**src/rtl/paged_array_slot_directory_core_macros.svh**
```systemverilog
// assertion macros shared by the paged array slot directory rtl
// no dependencies; included by the files that carry assertions
`ifndef PAGED_ARRAY_SLOT_DIRECTORY_CORE_MACROS_SVH
`define PAGED_ARRAY_SLOT_DIRECTORY_CORE_MACROS_SVH

// antecedent in a cycle implies consequent in the same cycle
`define PASD_ASSERT_IMPLIES(label, clk, rst, ante, cons, msg) \
   label: assert property (@(posedge clk) disable iff (rst) (ante) |-> (cons)) \
      else $error(msg);

// antecedent in a cycle implies consequent in the next cycle
`define PASD_ASSERT_NEXT(label, clk, rst, ante, cons, msg) \
   label: assert property (@(posedge clk) disable iff (rst) (ante) |=> (cons)) \
      else $error(msg);

// condition holds at every clock edge out of reset
`define PASD_ASSERT_ALWAYS(label, clk, rst, cond, msg) \
   label: assert property (@(posedge clk) disable iff (rst) (cond)) \
      else $error(msg);

`endif

```
**src/rtl/pasd_pkg.sv**
```systemverilog
// types and constants of the paged array slot directory
// no dependencies; used by the interfaces and the top level
package pasd_pkg;

   localparam int PAGE_WORDS = 128;
   localparam int SLOT_COUNT = 4;
   localparam int MAX_PAGES  = 131072;

   localparam int OFF_W   = $clog2(PAGE_WORDS);
   localparam int SLOT_W  = $clog2(SLOT_COUNT);
   localparam int PAGE_W  = $clog2(MAX_PAGES);
   localparam int SIZE_W  = 25;
   localparam int WORD_W  = 32;
   localparam int CNT_W   = 32;
   localparam int LFSR_W  = 16;
   localparam int CSR_AW  = 3;

   localparam logic [LFSR_W-1:0] LFSR_TAPS = 16'hB400;
   localparam logic [LFSR_W-1:0] LFSR_SEED = 16'h0001;

   // register index, taken from the word part of the byte address
   localparam logic REG_ARRAY_SIZE = 1'b0;

   typedef enum logic [1:0] {
      ST_HIT   = 2'd0,
      ST_FAULT = 2'd1,
      ST_RANGE = 2'd2
   } status_type;

endpackage

```
**src/rtl/pasd_if.sv**
```systemverilog
// request and response channel interfaces of the slot directory
// depends on pasd_pkg
interface pasd_req_if import pasd_pkg::*; ();
   logic                     valid;
   logic                     ready;
   logic                     func;
   logic signed [WORD_W-1:0] index;
   logic signed [WORD_W-1:0] value;

   modport source (output valid, output func, output index, output value, input ready);
   modport sink   (input valid, input func, input index, input value, output ready);
endinterface

interface pasd_rsp_if import pasd_pkg::*; ();
   logic                     valid;
   logic                     ready;
   status_type               status;
   logic [SLOT_W-1:0]        slot;
   logic [OFF_W-1:0]         offset;
   logic [PAGE_W-1:0]        fill_page;
   logic                     evict_valid;
   logic [PAGE_W-1:0]        evict_page;
   logic                     write_enable;
   logic signed [WORD_W-1:0] write_data;
   logic [CNT_W-1:0]         hit_count;
   logic [CNT_W-1:0]         fault_count;

   modport source (output valid, output status, output slot, output offset,
                   output fill_page, output evict_valid, output evict_page,
                   output write_enable, output write_data, output hit_count,
                   output fault_count, input ready);
   modport sink   (input valid, input status, input slot, input offset,
                   input fill_page, input evict_valid, input evict_page,
                   input write_enable, input write_data, input hit_count,
                   input fault_count, output ready);
endinterface

```
**src/rtl/paged_array_slot_directory_core.sv**
```systemverilog
// top level of the paged array slot directory: tag compare, fill and evict
// depends on pasd_pkg, pasd_if.sv and paged_array_slot_directory_core_macros.svh
//
//   channel   kind      handshake          content
//   req_bus   sink      valid/ready        func, index, value
//   rsp_bus   source    valid/ready        status, slot, offset, fill/evict, write, counters
//   csr_*     apb slave psel/penable/pwrite array_size at byte address 0
//
// one access per clock while the response side does not stall: request register, then tag
// compare and slot choice into the response register
// the request register refills in the cycle the response register moves,
// so a stalled response holds back only one waiting request
// synchronous active-high reset clears all valid bits, counters, array_size; seeds the lfsr
// no clearing pass: slot tags are only read behind their valid bits
`include "paged_array_slot_directory_core_macros.svh"

module paged_array_slot_directory_core import pasd_pkg::*; (
   input  logic              clock,
   input  logic              reset,
   pasd_req_if.sink          req_bus,
   pasd_rsp_if.source        rsp_bus,
   input  logic              csr_psel,
   input  logic              csr_penable,
   input  logic              csr_pwrite,
   input  logic [CSR_AW-1:0] csr_paddr,
   input  logic [WORD_W-1:0] csr_pwdata,
   output logic [WORD_W-1:0] csr_prdata,
   output logic              csr_pready
);

   // configuration register
   logic [SIZE_W-1:0] array_size_ff;

   // request register
   logic                     in_valid_ff;
   logic                     in_func_ff;
   logic signed [WORD_W-1:0] in_index_ff;
   logic signed [WORD_W-1:0] in_value_ff;

   // directory state
   logic [SLOT_COUNT-1:0] slot_valid_ff;
   logic [PAGE_W-1:0]     slot_page_ff [SLOT_COUNT];
   logic [CNT_W-1:0]      hits_ff;
   logic [CNT_W-1:0]      faults_ff;
   logic [LFSR_W-1:0]     lfsr_ff;

   // response register
   logic                     out_valid_ff;
   status_type               status_ff, status_in;
   logic [SLOT_W-1:0]        slot_ff, slot_in;
   logic [OFF_W-1:0]         offset_ff, offset_in;
   logic [PAGE_W-1:0]        fill_page_ff, fill_page_in;
   logic                     evict_valid_ff, evict_valid_in;
   logic [PAGE_W-1:0]        evict_page_ff, evict_page_in;
   logic                     write_enable_ff, write_enable_in;
   logic signed [WORD_W-1:0] write_data_ff, write_data_in;

   // next values of the directory state
   logic [CNT_W-1:0]  hits_in, faults_in;
   logic [LFSR_W-1:0] lfsr_in;

   // compare and choice signals
   logic                  advance;
   logic                  in_range;
   logic [PAGE_W-1:0]     page;
   logic [SLOT_COUNT-1:0] hit_vec;
   logic                  any_hit;
   logic [SLOT_W-1:0]     hit_slot;
   logic                  any_empty;
   logic [SLOT_W-1:0]     empty_slot;
   logic [SLOT_W-1:0]     victim_slot;
   logic [SLOT_W-1:0]     fill_slot;
   logic                  do_fill;
   logic                  csr_write;

   // the request register moves on when the response register is free or draining
   assign advance       = in_valid_ff && (!out_valid_ff || rsp_bus.ready);
   assign req_bus.ready = !in_valid_ff || advance;

   // apb slave, no wait states
   assign csr_pready = 1'b1;
   assign csr_write  = csr_psel && csr_penable && csr_pwrite;
   assign csr_prdata = (csr_paddr[CSR_AW-1] == REG_ARRAY_SIZE) ?
                       {{(WORD_W-SIZE_W){1'b0}}, array_size_ff} : '0;

   // index split and bounds check; an in-range index can reach 2^25 - 2, but the
   // tag keeps only index bits 23 to 7, so pages above that range alias
   always_comb begin
      in_range = !in_index_ff[WORD_W-1] &&
                 ({1'b0, in_index_ff[WORD_W-2:0]} < {{(WORD_W-SIZE_W){1'b0}}, array_size_ff});
      page     = in_index_ff[OFF_W+PAGE_W-1:OFF_W];
   end

   // tag compare and slot choice, lowest slot wins
   always_comb begin
      hit_vec    = '0;
      any_hit    = 1'b0;
      hit_slot   = '0;
      any_empty  = 1'b0;
      empty_slot = '0;
      for (int s = 0; s < SLOT_COUNT; s++) begin
         hit_vec[s] = slot_valid_ff[s] && (slot_page_ff[s] == page);
      end
      for (int s = SLOT_COUNT - 1; s >= 0; s--) begin
         if (hit_vec[s]) begin
            any_hit  = 1'b1;
            hit_slot = SLOT_W'(s);
         end
         if (!slot_valid_ff[s]) begin
            any_empty  = 1'b1;
            empty_slot = SLOT_W'(s);
         end
      end
      // slot count is a power of two, so the modulo is the low lfsr bits
      victim_slot = lfsr_ff[SLOT_W-1:0];
      fill_slot   = any_empty ? empty_slot : victim_slot;
      do_fill     = in_range && !any_hit;
   end

   // response fields and next counter values
   always_comb begin
      status_in       = ST_RANGE;
      slot_in         = '0;
      offset_in       = '0;
      fill_page_in    = '0;
      evict_valid_in  = 1'b0;
      evict_page_in   = '0;
      write_enable_in = 1'b0;
      write_data_in   = '0;
      hits_in         = hits_ff;
      faults_in       = faults_ff;
      lfsr_in         = lfsr_ff;
      if (in_range) begin
         offset_in = in_index_ff[OFF_W-1:0];
         if (any_hit) begin
            status_in = ST_HIT;
            slot_in   = hit_slot;
            if (!in_func_ff) begin
               hits_in = hits_ff + 1'b1;
            end
         end else begin
            status_in    = ST_FAULT;
            slot_in      = fill_slot;
            fill_page_in = page;
            if (!any_empty) begin
               // every slot busy: evict and step the galois lfsr
               evict_valid_in = 1'b1;
               evict_page_in  = slot_page_ff[victim_slot];
               lfsr_in        = {1'b0, lfsr_ff[LFSR_W-1:1]} ^
                                (lfsr_ff[0] ? LFSR_TAPS : '0);
            end
            if (!in_func_ff) begin
               faults_in = faults_ff + 1'b1;
            end
         end
         if (in_func_ff) begin
            write_enable_in = 1'b1;
            write_data_in   = in_value_ff;
         end
      end
   end

   // control registers
   always_ff @(posedge clock) begin
      if (reset) begin
         array_size_ff <= '0;
         in_valid_ff   <= 1'b0;
         out_valid_ff  <= 1'b0;
         slot_valid_ff <= '0;
         hits_ff       <= '0;
         faults_ff     <= '0;
         lfsr_ff       <= LFSR_SEED;
      end else begin
         if (csr_write && (csr_paddr[CSR_AW-1] == REG_ARRAY_SIZE)) begin
            array_size_ff <= csr_pwdata[SIZE_W-1:0];
         end
         if (req_bus.ready) begin
            in_valid_ff <= req_bus.valid;
         end
         if (advance) begin
            out_valid_ff <= 1'b1;
            hits_ff      <= hits_in;
            faults_ff    <= faults_in;
            lfsr_ff      <= lfsr_in;
            if (do_fill) begin
               slot_valid_ff[fill_slot] <= 1'b1;
            end
         end else if (rsp_bus.ready) begin
            out_valid_ff <= 1'b0;
         end
      end
   end

   // payload registers
   always_ff @(posedge clock) begin
      if (req_bus.ready && req_bus.valid) begin
         in_func_ff  <= req_bus.func;
         in_index_ff <= req_bus.index;
         in_value_ff <= req_bus.value;
      end
      if (advance) begin
         status_ff       <= status_in;
         slot_ff         <= slot_in;
         offset_ff       <= offset_in;
         fill_page_ff    <= fill_page_in;
         evict_valid_ff  <= evict_valid_in;
         evict_page_ff   <= evict_page_in;
         write_enable_ff <= write_enable_in;
         write_data_ff   <= write_data_in;
         if (do_fill) begin
            slot_page_ff[fill_slot] <= page;
         end
      end
   end

   // counters change only when a response is loaded, so while it waits they
   // still hold the values after that access
   assign rsp_bus.valid        = out_valid_ff;
   assign rsp_bus.status       = status_ff;
   assign rsp_bus.slot         = slot_ff;
   assign rsp_bus.offset       = offset_ff;
   assign rsp_bus.fill_page    = fill_page_ff;
   assign rsp_bus.evict_valid  = evict_valid_ff;
   assign rsp_bus.evict_page   = evict_page_ff;
   assign rsp_bus.write_enable = write_enable_ff;
   assign rsp_bus.write_data   = write_data_ff;
   assign rsp_bus.hit_count    = hits_ff;
   assign rsp_bus.fault_count  = faults_ff;

   // lfsr must never lock up at zero
   `PASD_ASSERT_ALWAYS(a_lfsr_nonzero, clock, reset, lfsr_ff != '0, "lfsr reached zero")

   // an eviction is only issued with a fault
   `PASD_ASSERT_IMPLIES(a_evict_fault, clock, reset, out_valid_ff && evict_valid_ff,
      status_ff == ST_FAULT, "eviction without fault")

   // an out-of-range access issues no write and no eviction
   `PASD_ASSERT_IMPLIES(a_range_quiet, clock, reset, out_valid_ff && (status_ff == ST_RANGE),
      !write_enable_ff && !evict_valid_ff && (fill_page_ff == '0), "range error not quiet")

   // a read hit advances the hit counter by one
   `PASD_ASSERT_NEXT(a_hit_count, clock, reset, advance && in_range && any_hit && !in_func_ff,
      hits_ff == $past(hits_ff) + 1'b1, "hit counter did not advance")

   // a fault fills a slot that is valid afterwards
   `PASD_ASSERT_NEXT(a_fill_valid, clock, reset, advance && do_fill,
      slot_valid_ff[$past(fill_slot)], "filled slot not valid")

endmodule

```
**src/flat_wrapper.sv**
```systemverilog
// flat-port wrapper written by rule: the top's interface ports become plain ports
module paged_array_slot_directory_core_flat import pasd_pkg::*;
  (clock, reset, csr_psel, csr_penable, csr_pwrite, csr_paddr, csr_pwdata, csr_prdata, csr_pready, req_bus_valid, req_bus_func, req_bus_index, req_bus_value, req_bus_ready, rsp_bus_valid, rsp_bus_status, rsp_bus_slot, rsp_bus_offset, rsp_bus_fill_page, rsp_bus_evict_valid, rsp_bus_evict_page, rsp_bus_write_enable, rsp_bus_write_data, rsp_bus_hit_count, rsp_bus_fault_count, rsp_bus_ready);
  pasd_req_if req_bus_i ();
  pasd_rsp_if rsp_bus_i ();
  input  logic clock;
  input  logic reset;
  input  logic csr_psel;
  input  logic csr_penable;
  input  logic csr_pwrite;
  input  logic [CSR_AW-1:0] csr_paddr;
  input  logic [WORD_W-1:0] csr_pwdata;
  output logic [WORD_W-1:0] csr_prdata;
  output logic csr_pready;
  input wire logic [$bits(req_bus_i.valid)-1:0] req_bus_valid;
  input wire logic [$bits(req_bus_i.func)-1:0] req_bus_func;
  input wire logic [$bits(req_bus_i.index)-1:0] req_bus_index;
  input wire logic [$bits(req_bus_i.value)-1:0] req_bus_value;
  output wire logic [$bits(req_bus_i.ready)-1:0] req_bus_ready;
  output wire logic [$bits(rsp_bus_i.valid)-1:0] rsp_bus_valid;
  output wire logic [$bits(rsp_bus_i.status)-1:0] rsp_bus_status;
  output wire logic [$bits(rsp_bus_i.slot)-1:0] rsp_bus_slot;
  output wire logic [$bits(rsp_bus_i.offset)-1:0] rsp_bus_offset;
  output wire logic [$bits(rsp_bus_i.fill_page)-1:0] rsp_bus_fill_page;
  output wire logic [$bits(rsp_bus_i.evict_valid)-1:0] rsp_bus_evict_valid;
  output wire logic [$bits(rsp_bus_i.evict_page)-1:0] rsp_bus_evict_page;
  output wire logic [$bits(rsp_bus_i.write_enable)-1:0] rsp_bus_write_enable;
  output wire logic [$bits(rsp_bus_i.write_data)-1:0] rsp_bus_write_data;
  output wire logic [$bits(rsp_bus_i.hit_count)-1:0] rsp_bus_hit_count;
  output wire logic [$bits(rsp_bus_i.fault_count)-1:0] rsp_bus_fault_count;
  input wire logic [$bits(rsp_bus_i.ready)-1:0] rsp_bus_ready;
  assign req_bus_i.valid = req_bus_valid;
  assign req_bus_i.func = req_bus_func;
  assign req_bus_i.index = req_bus_index;
  assign req_bus_i.value = req_bus_value;
  assign req_bus_ready = req_bus_i.ready;
  assign rsp_bus_valid = rsp_bus_i.valid;
  assign rsp_bus_status = rsp_bus_i.status;
  assign rsp_bus_slot = rsp_bus_i.slot;
  assign rsp_bus_offset = rsp_bus_i.offset;
  assign rsp_bus_fill_page = rsp_bus_i.fill_page;
  assign rsp_bus_evict_valid = rsp_bus_i.evict_valid;
  assign rsp_bus_evict_page = rsp_bus_i.evict_page;
  assign rsp_bus_write_enable = rsp_bus_i.write_enable;
  assign rsp_bus_write_data = rsp_bus_i.write_data;
  assign rsp_bus_hit_count = rsp_bus_i.hit_count;
  assign rsp_bus_fault_count = rsp_bus_i.fault_count;
  assign rsp_bus_i.ready = rsp_bus_ready;
  paged_array_slot_directory_core u_core (.clock(clock), .reset(reset), .req_bus(req_bus_i), .rsp_bus(rsp_bus_i), .csr_psel(csr_psel), .csr_penable(csr_penable), .csr_pwrite(csr_pwrite), .csr_paddr(csr_paddr), .csr_pwdata(csr_pwdata), .csr_prdata(csr_prdata), .csr_pready(csr_pready));
endmodule
```
**config.mk**
```make
export PLATFORM = sky130hd
export DESIGN_NAME = paged_array_slot_directory_core_flat
export DESIGN_NICKNAME = d
export VERILOG_FILES = /design/src/rtl/pasd_pkg.sv /design/src/rtl/pasd_if.sv /design/src/rtl/paged_array_slot_directory_core.sv /design/src/flat_wrapper.sv
export VERILOG_INCLUDE_DIRS = /design/src /design/src/rtl
export SDC_FILE = /design/constraint.sdc
export NUM_CORES = 1
export LEC_CHECK = 0
export BUFFER_PORTS_ARGS = -buffer_cell sky130_fd_sc_hd__buf_2
export CAP_MARGIN = 20
export CORE_ASPECT_RATIO = 1.2
export CORE_MARGIN = 3
export CORE_UTILIZATION = 45
export CTS_CLUSTER_SIZE = 20
export DETAILED_ROUTE_END_ITERATION = 8
export GPL_TIMING_DRIVEN = 0
export PLACE_DENSITY = 0.73
export RECOVER_POWER = 25
export SLEW_MARGIN = 20
export SYNTH_ARGS = -nofsm -noshare
export SYNTH_HDL_FRONTEND = slang
export SYNTH_SLANG_ARGS = --single-unit
```
**constraint.sdc**
```tcl
create_clock -name clock -period 11.3 [get_ports clock]
set_input_delay 0.565 -clock clock [delete_from_list [all_inputs] [get_ports clock]]
set_output_delay 0.565 -clock clock [all_outputs]
set_load 0.01 [all_outputs]
```
==> metrics <==
Placed Instances 1936; clock skew 0.0226 ns; kind of capture point of the worst setup path flop; Place WS 7.51 ns; pin count of the biggest net entering global routing 45; part of the cycle the worst path needs 33.8%; initial antenna violation count 2; vias per inst 5.61; Die Y-Extent 204 um; most frequent cell after synthesis sky130_fd_sc_hd__edfxtp_1; antenna viol nets, final 0; ys async rst share 0%; Synth Register Bits 323; minimum setup slack among reg-to-reg paths 7.48 ns; Port-buffer cells 265; number of cell rows 71; GRT overflow 0; fraction of final layout cells sized beyond drive strength 1 24.6%; fin area 17800 sq um; Warnings, synthesis 0; Hold Startpoint req_bus_index[22]; Min-Delay Path Class in -> reg; first-pass GRT wire length 61900 um; largest fanout on the critical path 10; number of enable-type register cells in the synthesized netlist 212; dpl cell area 16600 sq um; clk buf depth 3; worst relative slew slack -4.90%; Routability Congestion 0.955; Reg-to-Reg Start u_core.in_index_ff[18]$_DFFE_PP_; most instantiated cells after synthesis sky130_fd_sc_hd__edfxtp_1, sky130_fd_sc_hd__dfxtp_1, sky130_fd_sc_hd__nand2_1; Clock Latency Late Sink 0.52 ns; final HPWL from detailed placement 30700 um; worst min-delay path endpoint u_core.in_index_ff[22]$_DFFE_PP_; fin. max-slew vios 22; most area-hungry cell type in the Yosys netlist sky130_fd_sc_hd__edfxtp_1; final number of hold-violating endpoints 0; most common flop cell mapped by yosys sky130_fd_sc_hd__edfxtp_1; floorplan die width 171 um; clock transition at the registers of the reported paths 0.07 ns; sum of negative setup slack 0 ns; Max H-tree Level 2; cts hold-fix bufs 0; kind of critical path reg -> reg; unrepaired setup endpoints after global routing no; final-report setup violation count 0; reg2reg path depth 10; Layout Cells excl Fill 1999; peak clock frequency supported by timing 0.262 GHz; final-stage net count 1704; final setup margin 7.48 ns; proportion of netlist area held by the largest area contributor 43.4%; Post CTS Setup Buffer Count 0; count of instances resized after the clock tree is built 0; clk sinks 323; leak pwr 6.60 nW; Die ar. 34800 sq um; Initial Utilization 46.3%; DRC violation count after routing 0; critical path arrival 4.22 ns; violated checks capacitance limit, slew limit; number of distinct library cell variants in the gate-level netlist after synthesis 68; total vias in the final route 11200; global-route usage over all layers 22.7%; critical register-to-register path endpoint u_core.rsp_bus.hit_count[6]$_SDFFE_PP0P_; Mapped Avg Cell Area 11.7 sq um; startpoint type of the worst setup path flop; number of stages on the worst hold path 1; IO Count 285; Iteration-0 DRC Markers 768; Placeable Area 31700 sq um; number of buffers added by the clock tree synthesis step 34; Mapped Cells 1256; min Tclk post-route 3.82 ns; CTS tree built; netlist area before placement 14700 sq um; data required time at the worst endpoint 11.70 ns; average wire per standard cell 20.3 um; number of iterations in the first detailed-routing pass 5; run status finished, violations left; number of max-cap violations 1; power per standard cell area 147 nW/um^2; via count of the first global-routing pass 11100; biggest area contributors in the synthesized netlist sky130_fd_sc_hd__edfxtp_1, sky130_fd_sc_hd__dfxtp_1, sky130_fd_sc_hd__xnor2_1; Max VDD drop 143 uV; slew of the pin with the lowest slew margin 1.57 ns; signed area change from the synthesized netlist to the final layout 21.0%; share of the yosys chip area belonging to registers 58.5%; Clock Root Buffer sky130_fd_sc_hd__clkbuf_16; total wire length 40700 um
[metrics by stage]
stage	utilization [%]	hold WS, ns	power [mW]
after global placement	52.1	0.442	1.46
after CTS	56.1	0.193	2.63
after global routing	56.0	0.195	2.69
final	56.0	0.219	2.60
after detailed placement	52.4	0.447	1.46
after floorplan	-	0.436	1.40
[power by group]
group	internal, mW	switching (mW)
registers	1.29	0.0151
clock network	0.724	0.448
logic	0.0477	0.0820
total	2.06	0.545
[logic make-up after synthesis]
| family | share of synthesized area [%] |
|---|---|
| DFF | 58.5 |
| adders and majority gates | 2.22 |
| buffers and inverters | 4.40 |
| other | 0.0512 |
| muxes | 4.82 |
| xor gates and xnor gates | 4.24 |
| and+or+nand+nor | 18.6 |
| AOI/OAI and AO/OA | 7.11 |
[worst max-delay path by stage]
stage | slack (ns) | to | from
2_1_floorplan | 7.26 | u_core.slot_page_ff[1][0]$_DFFE_PP_ | u_core.in_index_ff[18]$_DFFE_PP_
3_3_place_gp | 5.40 | u_core.slot_page_ff[1][1]$_DFFE_PP_ | u_core.in_index_ff[18]$_DFFE_PP_
5_1_grt | 7.24 | u_core.slot_page_ff[1][3]$_DFFE_PP_ | u_core.in_index_ff[10]$_DFFE_PP_
6_report | 7.48 | u_core.rsp_bus.hit_count[6]$_SDFFE_PP0P_ | u_core.in_index_ff[18]$_DFFE_PP_
4_1_cts | 7.50 | u_core.slot_page_ff[1][3]$_DFFE_PP_ | u_core.in_index_ff[18]$_DFFE_PP_
3_5_place_dp | 7.51 | u_core.slot_page_ff[1][0]$_DFFE_PP_ | u_core.in_index_ff[18]$_DFFE_PP_
[cell usage in the layout (no fill, tap or decap), types with 5 or more instances in the layout]
master | synthesis | layout
sky130_fd_sc_hd__dfxtp_1 | 111 | 111
sky130_fd_sc_hd__and3_1 | 60 | 60
sky130_fd_sc_hd__nand3_1 | 41 | 41
sky130_fd_sc_hd__clkinv_2 | 0 | 6
sky130_fd_sc_hd__or3_1 | 5 | 5
sky130_fd_sc_hd__clkbuf_1 | 72 | 105
sky130_fd_sc_hd__clkbuf_16 | 0 | 37
sky130_fd_sc_hd__mux2_2 | 19 | 19
sky130_fd_sc_hd__a21oi_1 | 76 | 76
sky130_fd_sc_hd__a31o_2 | 8 | 8
sky130_fd_sc_hd__nand4_1 | 55 | 55
sky130_fd_sc_hd__buf_4 | 9 | 9
sky130_fd_sc_hd__mux4_2 | 17 | 17
sky130_fd_sc_hd__nand4b_1 | 5 | 5
sky130_fd_sc_hd__inv_1 | 47 | 46
sky130_fd_sc_hd__xnor2_1 | 45 | 45
sky130_fd_sc_hd__nor2b_1 | 22 | 22
sky130_fd_sc_hd__or2_2 | 14 | 14
sky130_fd_sc_hd__ha_1 | 26 | 26
sky130_fd_sc_hd__o41ai_1 | 21 | 21
sky130_fd_sc_hd__clkbuf_8 | 3 | 5
sky130_fd_sc_hd__or4b_1 | 9 | 9
sky130_fd_sc_hd__nor4_1 | 23 | 21
sky130_fd_sc_hd__xor2_1 | 26 | 26
sky130_fd_sc_hd__mux2i_1 | 11 | 11
sky130_fd_sc_hd__nand2_1 | 96 | 96
sky130_fd_sc_hd__edfxtp_1 | 212 | 212
sky130_fd_sc_hd__nor3_1 | 22 | 22
sky130_fd_sc_hd__o311ai_0 | 8 | 8
sky130_fd_sc_hd__o31ai_1 | 14 | 14
sky130_fd_sc_hd__nor3b_1 | 21 | 21
sky130_fd_sc_hd__or4_1 | 11 | 11
sky130_fd_sc_hd__and2_1 | 12 | 11
sky130_fd_sc_hd__nor2_1 | 65 | 65
sky130_fd_sc_hd__buf_2 | 3 | 250
sky130_fd_sc_hd__nor4b_1 | 5 | 5
sky130_fd_sc_hd__bufinv_16 | 0 | 5
sky130_fd_sc_hd__and4_1 | 9 | 9
sky130_fd_sc_hd__o21ai_0 | 10 | 10
sky130_fd_sc_hd__conb_1 | 2 | 8
[layout make-up]
cell class	count	area, sq um
multi-input combinational	797	5480
tap	401	502
clock buffer	48	987
inverter	47	179
timing repair buffer	273	1370
buffer	95	469
sequential	323	8590
clock inverter	13	188
antenna	2	5.00
fill	2698	14000
[worst max-delay path: stages (launching register included)]
cell and delay (ns):
sky130_fd_sc_hd__edfxtp_1 0.50, sky130_fd_sc_hd__ha_1 0.39, sky130_fd_sc_hd__a21oi_1 0.16, sky130_fd_sc_hd__nand3_1 0.13
sky130_fd_sc_hd__a2111oi_1 0.90, sky130_fd_sc_hd__nand3_1 0.23, sky130_fd_sc_hd__a41oi_1 0.51, sky130_fd_sc_hd__buf_2 0.32
sky130_fd_sc_hd__buf_2 0.26, sky130_fd_sc_hd__a31oi_1 0.11, sky130_fd_sc_hd__o21a_1 0.21
[flip-flops by register name, indices dropped and copies added (netlist names)]
| name | count |
|---|---|
| u_core.array_size_ff | 25 |
| u_core.in_func_ff | 1 |
| u_core.in_index_ff | 32 |
| u_core.in_valid_ff | 1 |
| u_core.in_value_ff | 32 |
| u_core.lfsr_ff | 16 |
| u_core.rsp_bus.evict_page | 17 |
| u_core.rsp_bus.evict_valid | 1 |
| u_core.rsp_bus.fault_count | 32 |
| u_core.rsp_bus.fill_page | 17 |
| u_core.rsp_bus.hit_count | 32 |
| u_core.rsp_bus.offset | 7 |
| u_core.rsp_bus.slot | 2 |
| u_core.rsp_bus.status | 2 |
| u_core.rsp_bus.valid | 1 |
| u_core.rsp_bus.write_data | 32 |
| u_core.rsp_bus.write_enable | 1 |
| u_core.slot_page_ff | 68 |
| u_core.slot_valid_ff | 4 |
[layer usage]
metal | vias up | track usage [%] | routed length, um
met3 | 99 | 5.39 | 3090
met2 | 461 | 38.6 | 19900
met1 | 5345 | 28.1 | 16200
li1 | 5307 | - | -
met5 | - | 0 | 0
met4 | 0 | 8.63 | 1550
(Power assumes the default switching activity.)
